### src/hdl/csa_pkg.sv
// ----------------------------------------------------------------------------
// csa_pkg
// Shared types, constants and mask helpers for the CIDR subnet allocator.
// ----------------------------------------------------------------------------
package csa_pkg;

  localparam int ADDR_W    = 128;
  localparam int HALF_W    = 64;
  localparam int V4_BITS   = 32;
  localparam int LEN_W     = 8;
  localparam int QDEPTH    = 2;
  localparam int QPTR_W    = (QDEPTH > 1) ? $clog2(QDEPTH) : 1;
  localparam int QCNT_W    = $clog2(QDEPTH + 1);
  localparam int CFG_IDX_W = 3;

  localparam logic [LEN_W-1:0] V4_WIDTH = LEN_W'(V4_BITS);
  localparam logic [LEN_W-1:0] V6_WIDTH = LEN_W'(ADDR_W);

  localparam logic [CFG_IDX_W-1:0] REG_FAMILY   = CFG_IDX_W'(0);
  localparam logic [CFG_IDX_W-1:0] REG_BASE_HI  = CFG_IDX_W'(1);
  localparam logic [CFG_IDX_W-1:0] REG_BASE_LO  = CFG_IDX_W'(2);
  localparam logic [CFG_IDX_W-1:0] REG_BASE_LEN = CFG_IDX_W'(3);

  localparam logic STATUS_OK      = 1'b0;
  localparam logic STATUS_NO_ROOM = 1'b1;

  typedef struct packed {
    logic [LEN_W-1:0] extra_bits;
    logic             last_in_list;
  } csa_in_t;

  typedef struct packed {
    logic [HALF_W-1:0] subnet_addr_hi;
    logic [HALF_W-1:0] subnet_addr_lo;
    logic [LEN_W-1:0]  subnet_prefix_len;
    logic              status;
    logic              end_of_list;
  } csa_out_t;

  typedef struct packed {
    logic              family_is_v6;
    logic [HALF_W-1:0] base_addr_hi;
    logic [HALF_W-1:0] base_addr_lo;
    logic [LEN_W-1:0]  base_prefix_len;
  } csa_cfg_t;

  // One classified request as it waits between the front and the back.
  typedef struct packed {
    logic              fresh;
    logic              v6;
    logic              err;
    logic              last;
    logic [LEN_W-1:0]  newlen;
    logic [ADDR_W-1:0] start;
    logic [ADDR_W-1:0] mask;
  } csa_qent_t;

  function automatic logic [ADDR_W-1:0] width_mask(input logic v6);
    width_mask = v6 ? {ADDR_W{1'b1}} : {{(ADDR_W-V4_BITS){1'b0}}, {V4_BITS{1'b1}}};
  endfunction

  // Low k bits set; a shift count of ADDR_W gives all ones.
  function automatic logic [ADDR_W-1:0] low_mask(input logic [LEN_W-1:0] k);
    low_mask = ~({ADDR_W{1'b1}} << k);
  endfunction

endpackage

### src/hdl/csa_front.sv
// ----------------------------------------------------------------------------
// csa_front
// Accepts requests, computes the new prefix length, the error flag, the
// alignment mask and the list start address, and pushes them to the queue.
// ----------------------------------------------------------------------------
module csa_front (
  input  logic               clk,
  input  logic               rst_n,
  input  csa_pkg::csa_cfg_t  cfg,
  input  logic               in_valid,
  output logic               in_ready,
  input  csa_pkg::csa_in_t   in_data,
  output logic               q_push,
  output csa_pkg::csa_qent_t q_data,
  input  logic               q_full
);
  import csa_pkg::*;

  logic             fresh_r;
  logic             fresh_nxt;
  logic [LEN_W-1:0] width;
  logic [LEN_W-1:0] plen;
  logic [LEN_W:0]   newlen;
  logic             err;
  logic [LEN_W-1:0] k;

  assign in_ready = !q_full;
  assign q_push   = in_valid && !q_full;

  always_comb begin
    width  = cfg.family_is_v6 ? V6_WIDTH : V4_WIDTH;
    plen   = (cfg.base_prefix_len > width) ? width : cfg.base_prefix_len;
    newlen = {1'b0, plen} + {1'b0, in_data.extra_bits};
    err    = newlen > {1'b0, width};
    k      = width - newlen[LEN_W-1:0];

    q_data.fresh  = fresh_r;
    q_data.v6     = cfg.family_is_v6;
    q_data.err    = err;
    q_data.last   = in_data.last_in_list;
    q_data.newlen = newlen[LEN_W-1:0];
    q_data.start  = {cfg.base_addr_hi, cfg.base_addr_lo} & width_mask(cfg.family_is_v6)
                    & ~low_mask(width - plen);
    q_data.mask   = low_mask(k);
  end

  // A new list begins after every request marked last.
  assign fresh_nxt = q_push ? in_data.last_in_list : fresh_r;

  always_ff @(posedge clk) begin
    if (!rst_n) begin
      fresh_r <= 1'b1;
    end else begin
      fresh_r <= fresh_nxt;
    end
  end

  a_v4_mask_narrow: assert property (@(posedge clk) disable iff (!rst_n)
    (q_push && !q_data.err && !q_data.v6) |-> (q_data.mask[ADDR_W-1:V4_BITS] == '0))
    else $error("IPv4 alignment mask reaches above the address width");

endmodule

### src/hdl/csa_queue.sv
// ----------------------------------------------------------------------------
// csa_queue
// Short queue of classified requests between the front and the back.
// ----------------------------------------------------------------------------
module csa_queue (
  input  logic               clk,
  input  logic               rst_n,
  input  logic               push,
  input  csa_pkg::csa_qent_t push_data,
  output logic               full,
  input  logic               pop,
  output logic               not_empty,
  output csa_pkg::csa_qent_t head
);
  import csa_pkg::*;

  csa_qent_t          entry_r [QDEPTH];
  logic [QPTR_W-1:0]  wr_ptr_r, wr_ptr_nxt;
  logic [QPTR_W-1:0]  rd_ptr_r, rd_ptr_nxt;
  logic [QCNT_W-1:0]  cnt_r, cnt_nxt;

  assign full      = (cnt_r == QCNT_W'(QDEPTH));
  assign not_empty = (cnt_r != '0);
  assign head      = entry_r[rd_ptr_r];

  always_comb begin
    wr_ptr_nxt = wr_ptr_r;
    rd_ptr_nxt = rd_ptr_r;
    if (push) begin
      wr_ptr_nxt = (wr_ptr_r == QPTR_W'(QDEPTH - 1)) ? '0 : wr_ptr_r + 1'b1;
    end
    if (pop) begin
      rd_ptr_nxt = (rd_ptr_r == QPTR_W'(QDEPTH - 1)) ? '0 : rd_ptr_r + 1'b1;
    end
    cnt_nxt = cnt_r + QCNT_W'(push) - QCNT_W'(pop);
  end

  always_ff @(posedge clk) begin
    if (!rst_n) begin
      wr_ptr_r <= '0;
      rd_ptr_r <= '0;
      cnt_r    <= '0;
    end else begin
      wr_ptr_r <= wr_ptr_nxt;
      rd_ptr_r <= rd_ptr_nxt;
      cnt_r    <= cnt_nxt;
    end
  end

  always_ff @(posedge clk) begin
    if (push) begin
      entry_r[wr_ptr_r] <= push_data;
    end
  end

  a_no_overflow: assert property (@(posedge clk) disable iff (!rst_n)
    push |-> (cnt_r != QCNT_W'(QDEPTH)))
    else $error("push into a full queue");

  a_no_underflow: assert property (@(posedge clk) disable iff (!rst_n)
    pop |-> (cnt_r != '0))
    else $error("pop from an empty queue");

endmodule

### src/hdl/csa_back.sv
// ----------------------------------------------------------------------------
// csa_back
// Holds the cursor, aligns it to each subnet boundary, advances it and
// registers the result for the output channel.
// ----------------------------------------------------------------------------
module csa_back (
  input  logic               clk,
  input  logic               rst_n,
  input  logic               q_valid,
  input  csa_pkg::csa_qent_t q_head,
  output logic               q_pop,
  output logic               out_valid,
  input  logic               out_ready,
  output csa_pkg::csa_out_t  out_data
);
  import csa_pkg::*;

  logic [ADDR_W-1:0] cursor_r, cursor_nxt;
  csa_out_t          out_r, out_nxt;
  logic              out_valid_r, out_valid_nxt;

  logic [ADDR_W-1:0] wm;
  logic [ADDR_W-1:0] cur;
  logic [ADDR_W-1:0] mask2;
  logic [ADDR_W-1:0] sum_round;
  logic [ADDR_W-1:0] sum_adv;
  logic [ADDR_W-1:0] rounded;
  logic [ADDR_W-1:0] advanced;

  assign q_pop     = q_valid && (!out_valid_r || out_ready);
  assign out_valid = out_valid_r;
  assign out_data  = out_r;

  // Rounding up and rounding up plus one subnet run as two parallel adds:
  // adding 2^(k+1)-1 instead of 2^k-1 sets the extra subnet in the same pass.
  always_comb begin
    wm        = width_mask(q_head.v6);
    cur       = q_head.fresh ? q_head.start : (cursor_r & wm);
    mask2     = {q_head.mask[ADDR_W-2:0], 1'b1};
    sum_round = cur + q_head.mask;
    sum_adv   = cur + mask2;
    rounded   = sum_round & ~q_head.mask & wm;
    advanced  = sum_adv & ~q_head.mask & wm;

    out_nxt.end_of_list = q_head.last;
    if (q_head.err) begin
      out_nxt.subnet_addr_hi    = '0;
      out_nxt.subnet_addr_lo    = '0;
      out_nxt.subnet_prefix_len = '0;
      out_nxt.status            = STATUS_NO_ROOM;
      cursor_nxt                = cur;
    end else begin
      out_nxt.subnet_addr_hi    = rounded[ADDR_W-1:HALF_W];
      out_nxt.subnet_addr_lo    = rounded[HALF_W-1:0];
      out_nxt.subnet_prefix_len = q_head.newlen;
      out_nxt.status            = STATUS_OK;
      cursor_nxt                = advanced;
    end

    if (q_pop) begin
      out_valid_nxt = 1'b1;
    end else if (out_ready) begin
      out_valid_nxt = 1'b0;
    end else begin
      out_valid_nxt = out_valid_r;
    end
  end

  always_ff @(posedge clk) begin
    if (!rst_n) begin
      out_valid_r <= 1'b0;
    end else begin
      out_valid_r <= out_valid_nxt;
    end
  end

  always_ff @(posedge clk) begin
    if (q_pop) begin
      cursor_r <= cursor_nxt;
      out_r    <= out_nxt;
    end
  end

  a_err_fields_zero: assert property (@(posedge clk) disable iff (!rst_n)
    (out_valid_r && (out_r.status == STATUS_NO_ROOM)) |->
      (out_r.subnet_addr_hi == '0 && out_r.subnet_addr_lo == '0 &&
       out_r.subnet_prefix_len == '0))
    else $error("failed request carries a nonzero address or length");

  a_v4_hi_zero: assert property (@(posedge clk) disable iff (!rst_n)
    (q_pop && !q_head.v6) |-> (cursor_nxt[ADDR_W-1:V4_BITS] == '0))
    else $error("IPv4 cursor carried above bit 31");

endmodule

### src/hdl/cidr_subnet_allocator.sv
// ----------------------------------------------------------------------------
// cidr_subnet_allocator
// Hands out consecutive IPv4 or IPv6 subnets carved from a base prefix.
// ----------------------------------------------------------------------------
// Usage:
//   Program family, base address and base prefix length through the cfg_
//   write port while the block is idle. Each request on the in_ channel gives
//   the extra prefix bits of the next subnet; each produces exactly one
//   result on the out_ channel, with status set when the prefix would exceed
//   the address width. The request marked last in its list makes the next
//   request start again from the masked base.
//   A request waits in the queue, then its result in the output register. One
//   request per cycle is sustained while out_ready is high: the cursor update is a
//   single pass of two parallel 128-bit adds in the back end, which sets the rate.
//   A two-entry queue sits between the front end and the back end, and the
//   result sits in an output register, so requests are still taken while a
//   result waits; when the receiver stalls long enough the queue fills and
//   in_ready drops. Reset empties the queue and the output register, restores
//   the register defaults (IPv6, zero base) and starts a new list.
// ----------------------------------------------------------------------------
module cidr_subnet_allocator (
  input  logic                            clk,
  input  logic                            rst_n,
  input  logic                            cfg_we,
  input  logic [csa_pkg::CFG_IDX_W-1:0]   cfg_idx,
  input  logic [csa_pkg::HALF_W-1:0]      cfg_wdata,
  input  logic                            in_valid,
  output logic                            in_ready,
  input  csa_pkg::csa_in_t                in_data,
  output logic                            out_valid,
  input  logic                            out_ready,
  output csa_pkg::csa_out_t               out_data
);
  import csa_pkg::*;

  csa_cfg_t  cfg_r, cfg_nxt;
  logic      q_push;
  logic      q_full;
  logic      q_pop;
  logic      q_valid;
  csa_qent_t q_in;
  csa_qent_t q_head;

  always_comb begin
    cfg_nxt = cfg_r;
    if (cfg_we) begin
      case (cfg_idx)
        REG_FAMILY:   cfg_nxt.family_is_v6    = cfg_wdata[0];
        REG_BASE_HI:  cfg_nxt.base_addr_hi    = cfg_wdata;
        REG_BASE_LO:  cfg_nxt.base_addr_lo    = cfg_wdata;
        REG_BASE_LEN: cfg_nxt.base_prefix_len = cfg_wdata[LEN_W-1:0];
        default:      cfg_nxt = cfg_r;
      endcase
    end
  end

  always_ff @(posedge clk) begin
    if (!rst_n) begin
      cfg_r.family_is_v6    <= 1'b1;
      cfg_r.base_addr_hi    <= '0;
      cfg_r.base_addr_lo    <= '0;
      cfg_r.base_prefix_len <= '0;
    end else begin
      cfg_r <= cfg_nxt;
    end
  end

  csa_front u_front (
    .clk      (clk),
    .rst_n    (rst_n),
    .cfg      (cfg_r),
    .in_valid (in_valid),
    .in_ready (in_ready),
    .in_data  (in_data),
    .q_push   (q_push),
    .q_data   (q_in),
    .q_full   (q_full)
  );

  csa_queue u_queue (
    .clk       (clk),
    .rst_n     (rst_n),
    .push      (q_push),
    .push_data (q_in),
    .full      (q_full),
    .pop       (q_pop),
    .not_empty (q_valid),
    .head      (q_head)
  );

  csa_back u_back (
    .clk       (clk),
    .rst_n     (rst_n),
    .q_valid   (q_valid),
    .q_head    (q_head),
    .q_pop     (q_pop),
    .out_valid (out_valid),
    .out_ready (out_ready),
    .out_data  (out_data)
  );

endmodule

### config.mk
export PLATFORM = sky130hd
export DESIGN_NAME = cidr_subnet_allocator
export DESIGN_NICKNAME = d
export VERILOG_FILES = /design/src/hdl/csa_pkg.sv /design/src/hdl/csa_front.sv /design/src/hdl/csa_queue.sv /design/src/hdl/csa_back.sv /design/src/hdl/cidr_subnet_allocator.sv
export SDC_FILE = /design/constraint.sdc
export NUM_CORES = 2
export LEC_CHECK = 0
export ABC_AREA = 0
export CAP_MARGIN = 20
export CORE_MARGIN = 5
export CORE_UTILIZATION = 44
export CTS_BUF_LIST = sky130_fd_sc_hd__clkbuf_2
export CTS_CLUSTER_SIZE = 25
export DETAILED_ROUTE_END_ITERATION = 16
export DONT_BUFFER_PORTS = 1
export GPL_TIMING_DRIVEN = 0
export MAX_ROUTING_LAYER = met4
export PLACE_DENSITY_LB_ADDON = 0.1
export RECOVER_POWER = 100
export SYNTH_ARGS = -nofsm -noshare
export SYNTH_HDL_FRONTEND = slang
export SYNTH_SLANG_ARGS = --single-unit
### constraint.sdc
create_clock -name clk -period 15.4 [get_ports clk]
set_input_delay 0.77 -clock clk [delete_from_list [all_inputs] [get_ports clk]]
set_output_delay 0.77 -clock clk [all_outputs]
set_load 0.05 [all_outputs]
# ---- Word-level counts from Yosys, hierarchy flattened
# Memories as Yosys holds them, arrays and structs flattened. A register that Yosys moved wholly into a read port is not among the register bits.
# Cells that the tools add are included.
dict set report totals {
  reg_bits 409
  mem_bits_rw 536
  input_bits 81
  output_inout_bits 140
  memories 1
}
dict set report op_classes {
  add_sub_neg 9
  order_cmp 2
  n_eq_ne 4
  shift 2
  n_mux 15
  n_bitwise 11
  reduce_logical 12
}
# name depth width read_ports rd_ports_with_merged_regs wr line
set mem_list {}
lappend mem_list {u_queue.entry_r 2 268 1 1 1 csa_queue.sv:17} ;# csa_qent_t entry_r [QDEPTH];
# cell n
set ops {}
lappend ops {{$and A128 B128 Y128} 7}
lappend ops {{$mux W128} 4}
lappend ops {{$not A128 Y128} 4}
lappend ops {{$add A128 B128 Y128} 2}
lappend ops {{$shl A128 B8 Y128 const A} 2}
lappend ops {{$mux W8} 2}
lappend ops {{$sub A8 B8 Y8} 2}
lappend ops {{$add A8 B8 Y9} 1}
lappend ops {{$gt A9 B8 Y1} 1}
lappend ops {{$mux W1} 9}
lappend ops {{$gt A8 B8 Y1} 1}
lappend ops {{$reduce_and A2 Y1} 4}
lappend ops {{$eq A3 B2 Y1 const B} 2}
lappend ops {{$reduce_bool A2 Y1} 2}
lappend ops {{$eq A3 B1 Y1 const B} 1}
lappend ops {{$logic_not A3 Y1} 1}
lappend ops {{$add A1 B1 Y1 const B} 2}
lappend ops {{$add A2 B1 Y2} 1}
lappend ops {{$eq A2 B2 Y1 const B} 1}
lappend ops {{$logic_and A1 B1 Y1} 2}
lappend ops {{$logic_not A1 Y1} 2}
lappend ops {{$sub A2 B1 Y2} 1}
lappend ops {{$logic_or A1 B1 Y1} 1}

# ---- Logic depth before layout (Yosys ltp)
dict set report logic_depth {
  ltp_word 8
  mapped_depth 23
  ltp_nobuf 22
}

# ---- Cells and area by module
# From an unflattened synthesis, not the netlist that was laid out.
dict set report unflattened {
  hier_cells 5637
  area_unflattened_um2 58900.2
}
# module n_inst cells_each area_each_um2
set by_module_without_submodules {}
lappend by_module_without_submodules {csa_back 1 3572 29110.4}
lappend by_module_without_submodules {csa_queue 1 855 20408.3}
lappend by_module_without_submodules {cidr_subnet_allocator 1 517 5138.7}
lappend by_module_without_submodules {csa_front 1 693 4242.8}

# ---- Least setup slack after synthesis
# OpenSTA, ideal clock, no wires.
dict set report synth_path {
  path_kind {input to register}
  startpoint {in out_ready}
  endpoint {reg u_queue.cnt_r[1]}
  arrival_time_ps 13965
  required_ps 15285
  slack_ps 1320
  stages 8
  cell_sequence {nor2b_1 > nor2_1 > ha_1 > inv_1 > ha_1 > xnor2_1 > xnor2_1 > and2_1}
}
dict set report synth_via {
  elab_chain_cells 3
}
# item line
set synth_rtl {}
lappend synth_rtl {{start, declared} cidr_subnet_allocator.sv:31} ;# input logic out_ready,
lappend synth_rtl {{$logic_or A1 B1 Y1} csa_back.sv:30} ;# assign q_pop = q_valid && (!out_valid_r || out_ready);
lappend synth_rtl {{$logic_and A1 B1 Y1} csa_back.sv:30}
lappend synth_rtl {{named net q_pop} cidr_subnet_allocator.sv:39} ;# logic q_pop;
lappend synth_rtl {{$sub A2 B1 Y2} csa_queue.sv:35} ;# cnt_nxt = cnt_r + QCNT_W'(push) - QCNT_W'(pop);
lappend synth_rtl {{end signal, assigned} csa_queue.sv:46} ;# cnt_r <= cnt_nxt;
lappend synth_rtl {{end, declared} csa_queue.sv:20} ;# logic [QCNT_W-1:0] cnt_r, cnt_nxt;
# The timed path passes the listed nets, and every way through them passes these cells.
# A chain may end at the register's enable or synchronous reset.

==> metrics.txt <==
CP delay by family, top compound AO/OA/AOI/OAI gates; crit path kind flip-flop to flip-flop; 1st-iter DRT viols between 6000 and 7000; Initial Utilization 44.15%; clock sink count about 950; crit-path most repeated cell clkbuf_1; Max H-tree Level 5; Seq cells post-synth around 950; Clock transition at path regs approximately 0.09 ns; largest net degree at the start of global routing 62; status finished with violations; Residual DRC 0; crit path cell chain clkbuf_1 > nor2b_1 > clkbuf_1 > nor3_1 > clkbuf_1 > clkbuf_1 > a222oi_1 > inv_1 > ha_1 > clkbuf_1 > a21o_1 > a21o_1 > a221oi_1 > o21a_1 > o21ai_0 > o211ai_1 > a21oi_1 > o211ai_1 > a21oi_1 > o21ai_0 > a21oi_1 > or3b_2 > a21oi_1; min-delay worst type input port to flip-flop; crit path max-delay cell type nor3_1; Synthesized Nets 5952; Final setup viols 0; vias per std cell 6.130; PD cells between 200 and 300 mW/mm^2; TritonCTS clock tree done; share of cells above drive strength 1 under 10%; port buffer count 0; Clock Tree Root clkbuf_2; WL per Instance between 20 and 30 um; Remaining Overflow, GRT 0; placed cell area between 0.05 and 0.06 sq mm; clk_skew roughly 0.22 ns; die area ~0.13 sq mm; area added between synthesis and finish 13.03%; Nets ~6500; Non-Filler Instances about 8000; Synth top area share 43.55%; Final Hold Fails 0; initial antenna violation count 21; cell count after synthesis ~5600; syn_area_per_cell roughly 10 sq um; Setup crit start kind flip-flop; commonest non-fill, non-tap cell in the layout edfxtp_1; clk_lat worst skew about 1.7 ns; fmax 91.89 MHz; Slew headroom -141.0%; Resized Gates After CTS 0; crit path DAT approximately 12 ns; area leader, netlist edfxtp_1; Synth cell types roughly 90; Ports between 200 and 250; Async SR Flop Fraction 0%; Finished Cell Area between 0.06 and 0.07 sq mm; vias in the first global route approximately 47000; Final Max Slew Viols between 700 and 800; worst vdd ir ~0.00020 V; max-cap viol count 27; top_reg_cell synth edfxtp_1; Clock Tree Buf Depth 4; data required time of the critical path around 17 ns; register area share after synthesis between 40% and 50%; Post-synth EDFFs between 800 and 900; chip width approximately 360 um; reg-to-reg setup timing slack 4.52 ns; Pleak 23.07 nW; via count 49060; Hold WS ~0.26 ns; worst-path fanout max 10; most frequent cells in the layout edfxtp_1, nand2_1, a21oi_1; largest cells by area after synthesis edfxtp_1, ha_1, dfxtp_1; chip height ~360 um; Final WS setup approximately 4.5 ns; first-pass GRT wire length 330.8 mm; DRT Wirelength approximately 240 mm; crit-path max cell delay ~1.2 ns; worst slack, placed 6.072 ns; drt first pass iters 9; Detailed Place HPWL ~190 mm; Final min period about 11 ns; core box area between 0.1 and 0.15 sq mm; final cycle utilization of the critical path a little over two thirds; Post-Syn Area roughly 0.055 sq mm; global placer's final weighted congestion roughly 1; dpl cells 7272; critical hold path startpoint cfg_we; RSZ-0062 raised after global routing false; Post-DRT Antenna Nets 0; synth warn 0; FP Rows 130; Buf/Inv on CP 6; Overall Global Routing Usage 35.70%; Worst Setup End Kind flip-flop; slew at the pin closest to its max-slew limit between 3 and 4 ns; TritonCTS Buffers 277; failing checks capacitance limit, slew limit
-- metal layers --
metal,GRT usage [%],wire length (um),vias up,share of wire [%]
li1,-,-,22020,-
met4,13.01,8517,0,3.6
met2,53.91,105700,2551,45
met3,8.094,23960,415,10
met5,-,0,-,0
met1,47.34,98750,24080,42
-- worst register-to-register path: cells and delay by family (launching register included) --
| kind | cells | cell delay [ns] |
|---|---|---|
| buffers and inverters | 6 | 3.55 |
| AND/OR/NAND/NOR | 3 | 1.78 |
| adder cells (fa/ha/maj) | 1 | 0.25 |
| flip-flops | 1 | 0.35 |
| AO/OA/AOI/OAI | 13 | 4.66 |
-- timing repair --
action | 4_1_cts | 5_1_grt
hold endpoints to repair | 457 | 0
hold buffers | 257 | 0
buffers inserted | 0 | 0
-- report_power, final --
| part | switching, mW | leakage, nW | internal (mW) |
|---|---|---|---|
| Combinational | 6.37 | 12.7 | 3.00 |
| Clock | 1.12 | 1.74 | 0.720 |
| Sequential | 0.836 | 8.60 | 3.65 |
-- registers in the layout, indices dropped and copies added, names as in the netlist, named ones only --
name / cells
u_queue.entry_r: 536
u_back.out_valid: 1
u_back.out_data: 138
u_queue.cnt_r: 2
u_queue.wr_ptr_r: 1
cfg_r: 137
u_queue.rd_ptr_r: 1
u_back.cursor_r: 128
u_front.fresh_r: 1
-- cell families after synthesis --
| group | after synthesis | synth area share (%) |
|---|---|---|
| buf+inv | 536 | 3.648 |
| simple gates | 1716 | 14.22 |
| xor+xnor | 260 | 4.118 |
| fa+ha+maj | 293 | 6.671 |
| mux | 176 | 3.448 |
| compound gates | 1651 | 19.13 |
| flops | 946 | 48.77 |
-- synth_stat cells (43+ instances only) --
master	number
o22ai_1	83
clkbuf_1	278
edfxtp_1	802
or2_2	43
mux2_2	112
o21ai_0	398
nand2_1	714
mux2i_1	63
dfxtp_1	144
nor2_1	405
nand4_1	130
a21o_1	130
a21oi_1	473
o21bai_1	93
ha_1	290
inv_1	232
a222oi_1	93
a21boi_0	153
xor2_1	97
nor3_1	70
and3_1	83
or3_1	86
xnor2_1	163
-- final timing paths --
path	endpoint	cells after the start
hold / removal	cfg_r[136]	4
setup reg to reg	u_back.out_data[131]	23
hold reg to reg	u_queue.entry_r[1][267]	0
setup / recovery	u_back.out_data[131]	23
-- per-stage QoR --
| step | setup TNS (ns) | utilization, % | power [mW] |
|---|---|---|---|
| floorplan | 0 | - | 10.79 |
| global placement | -2698.12 | 45.80 | 13.87 |
| detailed placement | 0 | 46.51 | 13.69 |
| CTS | 0 | 50.35 | 15.63 |
| global route | 0 | 49.89 | 16.60 |
| finish | 0 | 49.90 | 15.69 |
-- cell type report --
class	instances	area, sq um
fillers	12130	62750
clock inverters	61	339.1
clock buffers	379	1897
well taps	1650	2064
diodes	31	77.57
multi-input cells	4096	26180
flip-flops and latches	946	26970
plain buffers	304	1144
repair buffers	304	2964
inverters	232	870.8
(Power assumes the default switching activity.)
